`config.mk`:
```
export PLATFORM = sky130hd
export DESIGN_NAME = ttl_negative_lookup_cache_unit
export DESIGN_NICKNAME = d
export VERILOG_FILES = /design/src/rtl/tnlc_pkg.sv /design/src/rtl/tnlc_front.sv /design/src/rtl/tnlc_back.sv /design/src/rtl/ttl_negative_lookup_cache_unit.sv
export SDC_FILE = /design/constraint.sdc
export NUM_CORES = 2
export LEC_CHECK = 0
export BUFFER_PORTS_ARGS = -buffer_cell sky130_fd_sc_hd__buf_2
export CORE_MARGIN = 4
export CORE_UTILIZATION = 50
export DETAILED_ROUTE_END_ITERATION = 8
export PLACE_DENSITY = 0.64
export SYNTH_ARGS = -nofsm -noshare
export SYNTH_HDL_FRONTEND = slang
export SYNTH_SLANG_ARGS = --single-unit
export TNS_END_PERCENT = 30
```
`constraint.sdc`:
```
create_clock -name clk -period 16.1 [get_ports clk]
set_input_delay 2.415 -clock clk [delete_from_list [all_inputs] [get_ports clk]]
set_output_delay 2.415 -clock clk [all_outputs]
set_load 0.02 [all_outputs]
```
`src/rtl/tnlc_pkg.sv`:
```
// ----------------------------------------------------------------------------
// tnlc_pkg
// Shared types and codes for the negative lookup cache.
// ----------------------------------------------------------------------------
package tnlc_pkg;

  localparam logic [1:0] CMD_RECORD = 2'd0;
  localparam logic [1:0] CMD_QUERY  = 2'd1;
  localparam logic [1:0] CMD_CLEAR  = 2'd2;
  localparam logic [1:0] CMD_UNUSED = 2'd3;

  localparam logic [0:0] REG_TTL = 1'b0;
  localparam logic [0:0] REG_CAP = 1'b1;

  typedef struct packed {
    logic [1:0]  cmd;
    logic [63:0] key;
    logic [31:0] now_ms;
  } tnlc_req_t;

endpackage

```
`src/rtl/tnlc_front.sv`:
```
// ----------------------------------------------------------------------------
// tnlc_front
// Accepts requests, masks the key and holds them in a two-entry queue.
// ----------------------------------------------------------------------------
module tnlc_front
  import tnlc_pkg::*;
#(
  parameter int KEY_BITS = 64
) (
  input  logic        clk,
  input  logic        rst_n,
  input  logic        in_valid,
  output logic        in_stall,
  input  logic [1:0]  in_cmd,
  input  logic [63:0] in_key,
  input  logic [31:0] in_now_ms,
  output logic        q_valid,
  output tnlc_req_t   q_req,
  input  logic        q_take
);

  tnlc_req_t  slot_r [2];
  logic       rd_r, rd_nxt, wr_r, wr_nxt;
  logic [1:0] cnt_r, cnt_nxt;
  logic       push;
  tnlc_req_t  req;
  logic [63:0] mask;

  assign mask = {64{1'b1}} >> (64 - KEY_BITS);
  assign in_stall = (cnt_r == 2'd2);
  assign push = in_valid && !in_stall;
  assign q_valid = (cnt_r != 2'd0);
  assign q_req = slot_r[rd_r];

  always_comb begin
    req.cmd = in_cmd;
    req.key = in_key & mask;
    req.now_ms = in_now_ms;
    rd_nxt = rd_r ^ q_take;
    wr_nxt = wr_r ^ push;
    cnt_nxt = cnt_r + {1'b0, push} - {1'b0, q_take};
  end

  always_ff @(posedge clk) begin
    if (!rst_n) begin
      rd_r <= 1'b0;
      wr_r <= 1'b0;
      cnt_r <= 2'd0;
    end else begin
      rd_r <= rd_nxt;
      wr_r <= wr_nxt;
      cnt_r <= cnt_nxt;
    end
    if (push) slot_r[wr_r] <= req;
  end

endmodule

```
`src/rtl/tnlc_back.sv`:
```
// ----------------------------------------------------------------------------
// tnlc_back
// Scans the table one entry a cycle and carries out each request.
// ----------------------------------------------------------------------------
module tnlc_back
  import tnlc_pkg::*;
#(
  parameter int ENTRIES = 16
) (
  input  logic        clk,
  input  logic        rst_n,
  input  logic        q_valid,
  input  tnlc_req_t   q_req,
  output logic        q_take,
  input  logic [31:0] ttl_ms,
  input  logic [4:0]  capacity,
  output logic        out_valid,
  input  logic        out_stall,
  output logic        out_known_miss,
  output logic        out_evicted,
  output logic [4:0]  out_entry_count
);

  localparam int IW = $clog2(ENTRIES);
  localparam int CW = $clog2(ENTRIES + 1);

  typedef enum logic [5:0] {
    S_IDLE  = 6'b000001,
    S_FIND  = 6'b000010,
    S_EXP   = 6'b000100,
    S_OLD   = 6'b001000,
    S_APPLY = 6'b010000,
    S_OUT   = 6'b100000
  } state_t;

  state_t          st_r;
  tnlc_req_t       req_r;
  logic [63:0]     keys_r  [ENTRIES];
  logic [31:0]     stamp_r [ENTRIES];
  logic [IW-1:0]   rank_r  [ENTRIES];
  logic [ENTRIES-1:0] valid_r;
  logic [CW-1:0]   count_r;
  logic [IW:0]     idx_r;
  logic            hit_r;
  logic [IW-1:0]   hit_idx_r;
  logic            old_r;
  logic [IW-1:0]   old_idx_r;
  logic            known_r, evict_r;
  logic [IW-1:0]   cur;
  logic [CW-1:0]   cap;
  logic            last;
  logic            cur_exp;
  logic [IW-1:0]   free_idx;
  logic            free_ok;

  assign cur = idx_r[IW-1:0];
  assign last = (idx_r == (IW+1)'(ENTRIES - 1));
  assign cur_exp = (req_r.now_ms - stamp_r[cur]) > ttl_ms;
  assign q_take = (st_r == S_IDLE) && q_valid;
  assign out_valid = (st_r == S_OUT);
  assign out_known_miss = known_r;
  assign out_evicted = evict_r;
  assign out_entry_count = 5'(count_r);

  always_comb begin
    if (capacity == 5'd0) cap = CW'(1);
    else if ({27'd0, capacity} > ENTRIES) cap = CW'(ENTRIES);
    else cap = CW'(capacity);
  end

  always_comb begin
    free_ok = 1'b0;
    free_idx = '0;
    for (int i = ENTRIES - 1; i >= 0; i--) begin
      if (!valid_r[i]) begin
        free_ok = 1'b1;
        free_idx = IW'(i);
      end
    end
  end

  always_ff @(posedge clk) begin
    if (!rst_n) begin
      st_r <= S_IDLE;
      valid_r <= '0;
      count_r <= '0;
    end else begin
      unique case (st_r)
        S_IDLE: if (q_valid) begin
          req_r <= q_req;
          idx_r <= '0;
          hit_r <= 1'b0;
          old_r <= 1'b0;
          known_r <= 1'b0;
          evict_r <= 1'b0;
          if (q_req.cmd == CMD_CLEAR) begin
            valid_r <= '0;
            count_r <= '0;
            st_r <= S_OUT;
          end else if (q_req.cmd == CMD_RECORD || q_req.cmd == CMD_QUERY) begin
            st_r <= S_FIND;
          end else begin
            st_r <= S_OUT;
          end
        end
        S_FIND: begin
          if (valid_r[cur] && keys_r[cur] == req_r.key && !hit_r) begin
            hit_r <= 1'b1;
            hit_idx_r <= cur;
          end
          if (last) begin
            idx_r <= '0;
            if (req_r.cmd == CMD_RECORD && count_r >= cap && !(hit_r ||
                (valid_r[cur] && keys_r[cur] == req_r.key)))
              st_r <= S_EXP;
            else
              st_r <= S_APPLY;
          end else begin
            idx_r <= idx_r + 1'b1;
          end
        end
        S_EXP: begin
          if (valid_r[cur] && cur_exp) begin
            valid_r[cur] <= 1'b0;
            count_r <= count_r - 1'b1;
            for (int j = 0; j < ENTRIES; j++)
              if (valid_r[j] && rank_r[j] > rank_r[cur]) rank_r[j] <= rank_r[j] - 1'b1;
          end
          if (last) begin
            idx_r <= '0;
            st_r <= S_OLD;
          end else begin
            idx_r <= idx_r + 1'b1;
          end
        end
        S_OLD: begin
          if (count_r >= cap && count_r != '0 && valid_r[cur] &&
              CW'(rank_r[cur]) == count_r - 1'b1) begin
            old_r <= 1'b1;
            old_idx_r <= cur;
          end
          idx_r <= idx_r + 1'b1;
          if (last) st_r <= S_APPLY;
        end
        S_APPLY: begin
          st_r <= S_OUT;
          if (req_r.cmd == CMD_QUERY) begin
            if (hit_r) begin
              if ((req_r.now_ms - stamp_r[hit_idx_r]) > ttl_ms) begin
                valid_r[hit_idx_r] <= 1'b0;
                count_r <= count_r - 1'b1;
                for (int j = 0; j < ENTRIES; j++)
                  if (valid_r[j] && rank_r[j] > rank_r[hit_idx_r])
                    rank_r[j] <= rank_r[j] - 1'b1;
              end else known_r <= 1'b1;
            end
          end else if (hit_r) begin
            stamp_r[hit_idx_r] <= req_r.now_ms;
            for (int j = 0; j < ENTRIES; j++)
              if (valid_r[j] && rank_r[j] < rank_r[hit_idx_r]) rank_r[j] <= rank_r[j] + 1'b1;
            rank_r[hit_idx_r] <= '0;
          end else if (old_r) begin
            // Oldest entry goes; key fills lowest free slot, at rank zero.
            evict_r <= 1'b1;
            begin
              logic [IW-1:0] slot;
              logic [ENTRIES-1:0] v;
              slot = free_idx;
              v = valid_r;
              v[old_idx_r] = 1'b0;
              if (!free_ok || old_idx_r < free_idx) slot = old_idx_r;
              keys_r[slot] <= req_r.key;
              stamp_r[slot] <= req_r.now_ms;
              valid_r <= v | (ENTRIES'(1) << slot);
              for (int j = 0; j < ENTRIES; j++)
                if (v[j]) rank_r[j] <= rank_r[j] + 1'b1;
              rank_r[slot] <= '0;
            end
          end else if (free_ok) begin
            keys_r[free_idx] <= req_r.key;
            stamp_r[free_idx] <= req_r.now_ms;
            valid_r[free_idx] <= 1'b1;
            count_r <= count_r + 1'b1;
            for (int j = 0; j < ENTRIES; j++)
              if (valid_r[j]) rank_r[j] <= rank_r[j] + 1'b1;
            rank_r[free_idx] <= '0;
          end
        end
        S_OUT: if (!out_stall) st_r <= S_IDLE;
        default: st_r <= S_IDLE;
      endcase
    end
  end

endmodule

```
`src/rtl/ttl_negative_lookup_cache_unit.sv`:
```
// ----------------------------------------------------------------------------
// ttl_negative_lookup_cache_unit
// Negative lookup cache with time-to-live expiry and oldest-entry eviction.
// ----------------------------------------------------------------------------
// A query, or a record that needs no eviction, runs the key search scan and
// then the apply step before its result; a record of a new key into a table
// at capacity also runs the expiry sweep and the oldest-entry search. A
// clear or an unused command goes straight to the result. The table scan in
// the back end visits one entry a cycle for the key search, the expiry sweep
// and the oldest-entry search. Up to two requests wait in the front queue
// while a result is held.
module ttl_negative_lookup_cache_unit
  import tnlc_pkg::*;
#(
  parameter int ENTRIES  = 16,
  parameter int KEY_BITS = 64
) (
  input  logic        clk,
  input  logic        rst_n,
  input  logic        in_valid,
  output logic        in_stall,
  input  logic [1:0]  in_cmd,
  input  logic [63:0] in_key,
  input  logic [31:0] in_now_ms,
  output logic        out_valid,
  input  logic        out_stall,
  output logic        out_known_miss,
  output logic        out_evicted,
  output logic [4:0]  out_entry_count,
  input  logic        psel,
  input  logic        penable,
  input  logic        pwrite,
  input  logic [2:0]  paddr,
  input  logic [31:0] pwdata,
  output logic [31:0] prdata,
  output logic        pready
);

  logic [31:0] ttl_r;
  logic [4:0]  cap_r;
  logic        q_valid, q_take;
  tnlc_req_t   q_req;

  assign pready = 1'b1;
  assign prdata = (paddr[2] == REG_CAP) ? {27'd0, cap_r} : ttl_r;

  always_ff @(posedge clk) begin
    if (!rst_n) begin
      ttl_r <= 32'd60000;
      cap_r <= 5'd16;
    end else if (psel && penable && pwrite) begin
      if (paddr[2] == REG_TTL) ttl_r <= pwdata;
      else cap_r <= pwdata[4:0];
    end
  end

  tnlc_front #(.KEY_BITS(KEY_BITS)) u_front (
    .clk, .rst_n, .in_valid, .in_stall, .in_cmd, .in_key, .in_now_ms,
    .q_valid, .q_req, .q_take
  );

  tnlc_back #(.ENTRIES(ENTRIES)) u_back (
    .clk, .rst_n, .q_valid, .q_req, .q_take,
    .ttl_ms(ttl_r), .capacity(cap_r),
    .out_valid, .out_stall, .out_known_miss, .out_evicted, .out_entry_count
  );

endmodule

```
Word-level counts from Yosys, hierarchy flattened
Memory sizes are Yosys's and may differ from the RTL's. A register that Yosys moved wholly into a read port is not among the register bits. Cells that the tools add are included.

RAM bits: 1796. Bits in registers: 183. Memories kept: 4.

Memory list: u_back.keys_r (depth 16, width 64, read ports 1, clocked after memory_dff 1, wr ports 1, RTL line tnlc_back.sv:38) `logic [63:0] keys_r [ENTRIES];`; u_back.stamp_r (depth 16, width 32, read ports 2, clocked after memory_dff 2, wr ports 1, RTL line tnlc_back.sv:39) `logic [31:0] stamp_r [ENTRIES];`; u_front.slot_r (depth 2, width 98, read ports 1, clocked after memory_dff 1, wr ports 1, RTL line tnlc_front.sv:22) `tnlc_req_t slot_r [2];`; u_back.rank_r (depth 16, width 4, read ports 18, clocked after memory_dff 2, wr ports 17, RTL line tnlc_back.sv:40) `logic [IW-1:0] rank_r [ENTRIES];`.

Reductions and logical operators: 100. Shift operators: 1. Mux-type cells: 729. Bitwise gates (word level): 75. $lt $le $gt $ge: 61. Equality and inequality tests: 34. $add $sub $neg: 39.

Operator list (count): 1-bit two-way mux (584); 4-bit two-way mux (98); 16-bit two-way mux (9); 4-bit > comparator (32); 32-bit two-way mux (3); 5-bit two-way mux (14); 4-bit < comparator (17); 4-bit by 1-bit adder with 4-bit output (second input constant) (16); 64-bit == test (1); 32-bit > comparator (2); 1-bit logical AND (64); 64-bit two-way mux (1); 1-bit bitwise OR (64); 32-bit OR reduction (2); 64-bit OR reduction (1); 32-bit subtractor (2); 4-bit by 1-bit subtractor with 4-bit output (second input constant) (16); 16-bit bitwise AND (3); 16-bit NOT (3); 16-bit case mux with 3 select lines (1); 6-bit two-way mux (7); 6-bit case mux with 6 select lines (1); 16-bit bitwise OR (2); 5-bit case mux with 3 select lines (2); other kinds (46) (94).

Logic depth before layout (Yosys ltp)
Depth in word-level cells: 30. Gate-level depth with buffers: 35. Mapped depth without buffers: 26.

Hierarchy
From an unflattened synthesis, not the netlist that was laid out.

Cells, all modules: 5657. Area, all modules: 92884.1 um^2.

Modules (own cells, without submodules): tnlc_back (area an instance 83716.5 um^2, instances 1, cells an instance 5133, seq. area each 51839.7 um^2); tnlc_front (area an instance 7390.8 um^2, instances 1, cells an instance 328, seq. area each 5985.7 um^2); ttl_negative_lookup_cache_unit (area an instance 1776.7 um^2, instances 1, cells an instance 196, seq. area each 740.7 um^2).

Least setup slack after synthesis
OpenSTA, ideal clock, no wires.

Path type: input to register. Start point: in rst_n. End point: reg u_back.req_r[0] in the netlist's numbering (enable). Arrival: 9.673 ns. Path slack: 5.752 ns. Stages: 4. Buffers on the path: 2. Required time: 15.425 ns. Path through: clkbuf_1 inv_1 clkbuf_1 nor3_1.

Word-level cells in the longest chain between the ends: 1.

RTL lines: from (decl) (RTL line ttl_negative_lookup_cache_unit.sv:19) `input logic rst_n,`; 3-bit AND reduction (no line); to (signal assigned) (RTL line tnlc_back.sv:90) `req_r <= q_req;`; to (decl) (RTL line tnlc_back.sv:37) `tnlc_req_t req_r;`.

No other way between the ends. A chain may end at the register's enable or synchronous reset.

==> metrics.csv <==
metric,value,unit
route.detailed.vias_per_inst,6.303,
vias,51480,
synth_most_common_cell,edfxtp_1,
yosysSeqAreaShare,64.07,%
min_period,10.39,ns
busiest_layer,met2,
routedWlPerCell,28.63,um
slew_headroom,15.02,%
leakage,34.19,nW
tightest_slew,1.265,ns
yosys_warnings,0,
drtPass1Iterations,5,
synth_edf_count,1875,
post-synth-top-area-cell,edfxtp_1,
hold_path_class,flip-flop to flip-flop,
avgSynthCellArea,16.96,sq um
status,"finished, final reports clean",
die_h,435.6,um
start_util,50.41,%
htreeDepth,4,
synth_top_area_share,61.59,%
ys.flop_type,edfxtp_1,
finalMaxSlewViolations,0,
cts_buffer_depth,3,
finalHoldViolCount,0,
ys_types,87,
cp.arrival,11.09,ns
end_kind,flip-flop,
grt_pass1_wl,345500,um
cts_setup_buffers,0,
netlist_area,91410,sq um
cp_max_fo,100,
met3_usage,3.379,%
fill_cells,13850,
dr.first_iter.drc_count,5191,
worst_setup_path_start_kind,flip-flop,
row_count,156,
finalHoldWorstSlack,0.4541,ns
rsz0062_at_grt,no,
grt_pass1_vias,52290,
nets,6071,
cts_buffers,200,
synthesis.nets,5841,
cts_root_buf,clkbuf_16,
cts_resized,0,
critPathKind,flip-flop to flip-flop,
finalSetupTns,0,ns
max_freq,0.09624,GHz
grt_max_degree,117,
maxCapViolCount,0,
period_share,64.54,%
antenna_left,0,
min_from,ttl_r[12],
clock_sinks,1988,
synth_common_cells,"edfxtp_1 (1875), mux4_2 (602), ha_1 (308)",
peakVddDrop,0.0001401,V
gr-usage-met2,40.69,%
die_x,435.6,um
core_region_area,181300,sq um
drc,0,
overflow,0,
io_pins,182,
syn_to_final_growth,11.69,%
use_met1,33.79,%
grt_usage,24.47,%
p_per_area,157.7,nW/um^2
routed_wl,233800,um
syn_inst,5391,
layout-drive-gt1-share,23.68,%
async_flop_share,0,%
place_congestion,0.9184,
cts_hold_buf,0,
dp_hpwl,136600,um
required,16.80,ns
finalSetupViolCount,0,
fin_worst_skew,0.07440,ns
dieArea,189700,sq um
ys_seq_elements,1988,
cts_tree,yes,
io_buffers,178,
synthTopCellsByArea,"edfxtp_1 (62%), mux4_2 (15%), ha_1 (4.2%)",
clock_latency,0.86,ns
clk_pin_slew,0.06,ns
antenna_found_initial,1,
==> path summary, 6_finish.rpt <==
check,to,slack [ns],depth (start not counted)
worst max-delay path,u_back.rank_r[8][3],5.71,27
worst min-delay path,ttl_r[12],0.45,2
worst max register to register,u_back.rank_r[8][3],5.71,27
worst min register to register,ttl_r[12],0.45,2
==> layout make-up <==
cell class	count	area, sq um	area share (%)
tap	2370	2965	2.905
timing repair buffer	276	1714	1.679
clock buffer	231	5172	5.066
inverter	192	725.7	0.7108
sequential	1988	58600	57.40
clock inverter	147	1583	1.550
antenna	1	2.502	0.002451
multi-input combinational	2963	31330	30.69
==> metal layers <==
| layer | vias up | part of all wire [%] | routed length (um) |
|---|---|---|---|
| met5 | - | 0.013 | 30 |
| met1 | 26780 | 41 | 95970 |
| met2 | 2012 | 49 | 115400 |
| li1 | 22300 | - | - |
| met3 | 383 | 6.6 | 15360 |
| met4 | 4 | 3.0 | 7132 |
==> cells by family (layout without fill, tap and decap cells) <==
group,after synthesis,in the layout,synth area share (%)
other,1,2,0.004102
XOR/XNOR,192,192,1.840
multiplexers,894,894,18.25
flip-flops,1988,1988,64.07
AO/OA/AOI/OAI,711,711,5.090
AND/OR/NAND/NOR,855,855,4.539
adder cells (fa/ha/maj),310,310,4.260
buffers and inverters,440,846,1.952
==> worst max-delay path, stage by stage, from the launching register on <==
cell and delay, ns:
dfxtp_4 0.63, buf_12 0.66, mux4_2 0.60, mux4_2 0.51
inv_1 0.08, ha_1 0.29, a211oi_1 0.36, o21ai_0 0.28
a311oi_1 0.58, o21ai_0 0.34, a41oi_1 0.36, a211o_1 0.23
o211ai_1 0.14, a21o_1 0.20, a21oi_1 0.17, xnor2_1 0.11
ha_1 0.28, nand4_1 0.13, nor4_1 0.36, buf_4 0.23
nand4_1 0.36, and4_1 0.36, o21ai_0 0.25, nand2_1 0.62
a2111oi_0 0.91, mux2_2 0.43, or4_1 0.47, a21oi_1 0.17
==> placed cells by master (no fill, tap or decap), types with 14 or more instances in the layout <==
cell type | synthesis | final
buf_2 | 55 | 178
buf_4 | 15 | 91
o31ai_1 | 25 | 25
nand3_1 | 46 | 46
o21a_1 | 45 | 45
a31oi_1 | 28 | 28
o22ai_1 | 26 | 26
xor2_1 | 51 | 51
clkinv_2 | 0 | 45
xnor2_1 | 141 | 141
nor3_1 | 43 | 42
mux2_2 | 117 | 117
mux4_2 | 602 | 602
or4_1 | 14 | 14
a221oi_1 | 20 | 20
nor2_1 | 280 | 249
clkinv_1 | 2 | 47
clkbuf_16 | 0 | 201
a21o_1 | 37 | 37
dfxtp_1 | 113 | 104
a211oi_1 | 34 | 34
bufinv_16 | 0 | 24
o211ai_1 | 28 | 28
ha_1 | 308 | 306
nor2b_1 | 64 | 64
nand2_1 | 201 | 201
o21ai_0 | 137 | 136
nor2_4 | 0 | 31
nand4_1 | 75 | 75
a21oi_1 | 195 | 195
edfxtp_1 | 1875 | 1875
nand2b_1 | 38 | 38
clkbuf_1 | 129 | 27
o311ai_0 | 14 | 14
or3_1 | 17 | 17
mux2i_1 | 169 | 169
inv_1 | 189 | 188
==> power by group <==
group          internal [mW]  leakage [nW]  total [mW]  switching (mW)
Sequential              6.06          17.9        6.42           0.356
Combinational           2.23          13.0        4.95            2.71
Clock                   2.71          3.28        4.74            2.03
==> sequential cells by signal, indices dropped and copies added, names as in the netlist, 2 cells and up, named ones only <==
| register | count |
|---|---|
| u_back.keys_r | 1024 |
| u_back.stamp_r | 512 |
| u_front.slot_r | 196 |
| u_back.req_r | 98 |
| u_back.rank_r | 64 |
| ttl_r | 32 |
| u_back.valid_r | 16 |
| u_back.st_r | 6 |
| cap_r | 5 |
| u_back.idx_r | 5 |
| u_back.out_entry_count | 5 |
| u_back.hit_idx_r | 4 |
| u_back.old_idx_r | 4 |
| u_front.cnt_r | 2 |
==> per-stage QoR <==
step                setup slack [ns]  total power [mW]  util (%)  instances  area [sq um]
global route                   4.815             16.89     56.30       8167        102100
finish                         5.709             16.10     56.30       8168        102100
floorplan                      5.752             10.04         -       5391         91410
detailed placement             5.711             11.50     52.58       7789         95340
CTS                            5.640             16.25     56.30       8167        102100
global placement               5.778             11.40     52.58       7789         95340
Note: power is estimated with default switching activity, not from simulation.
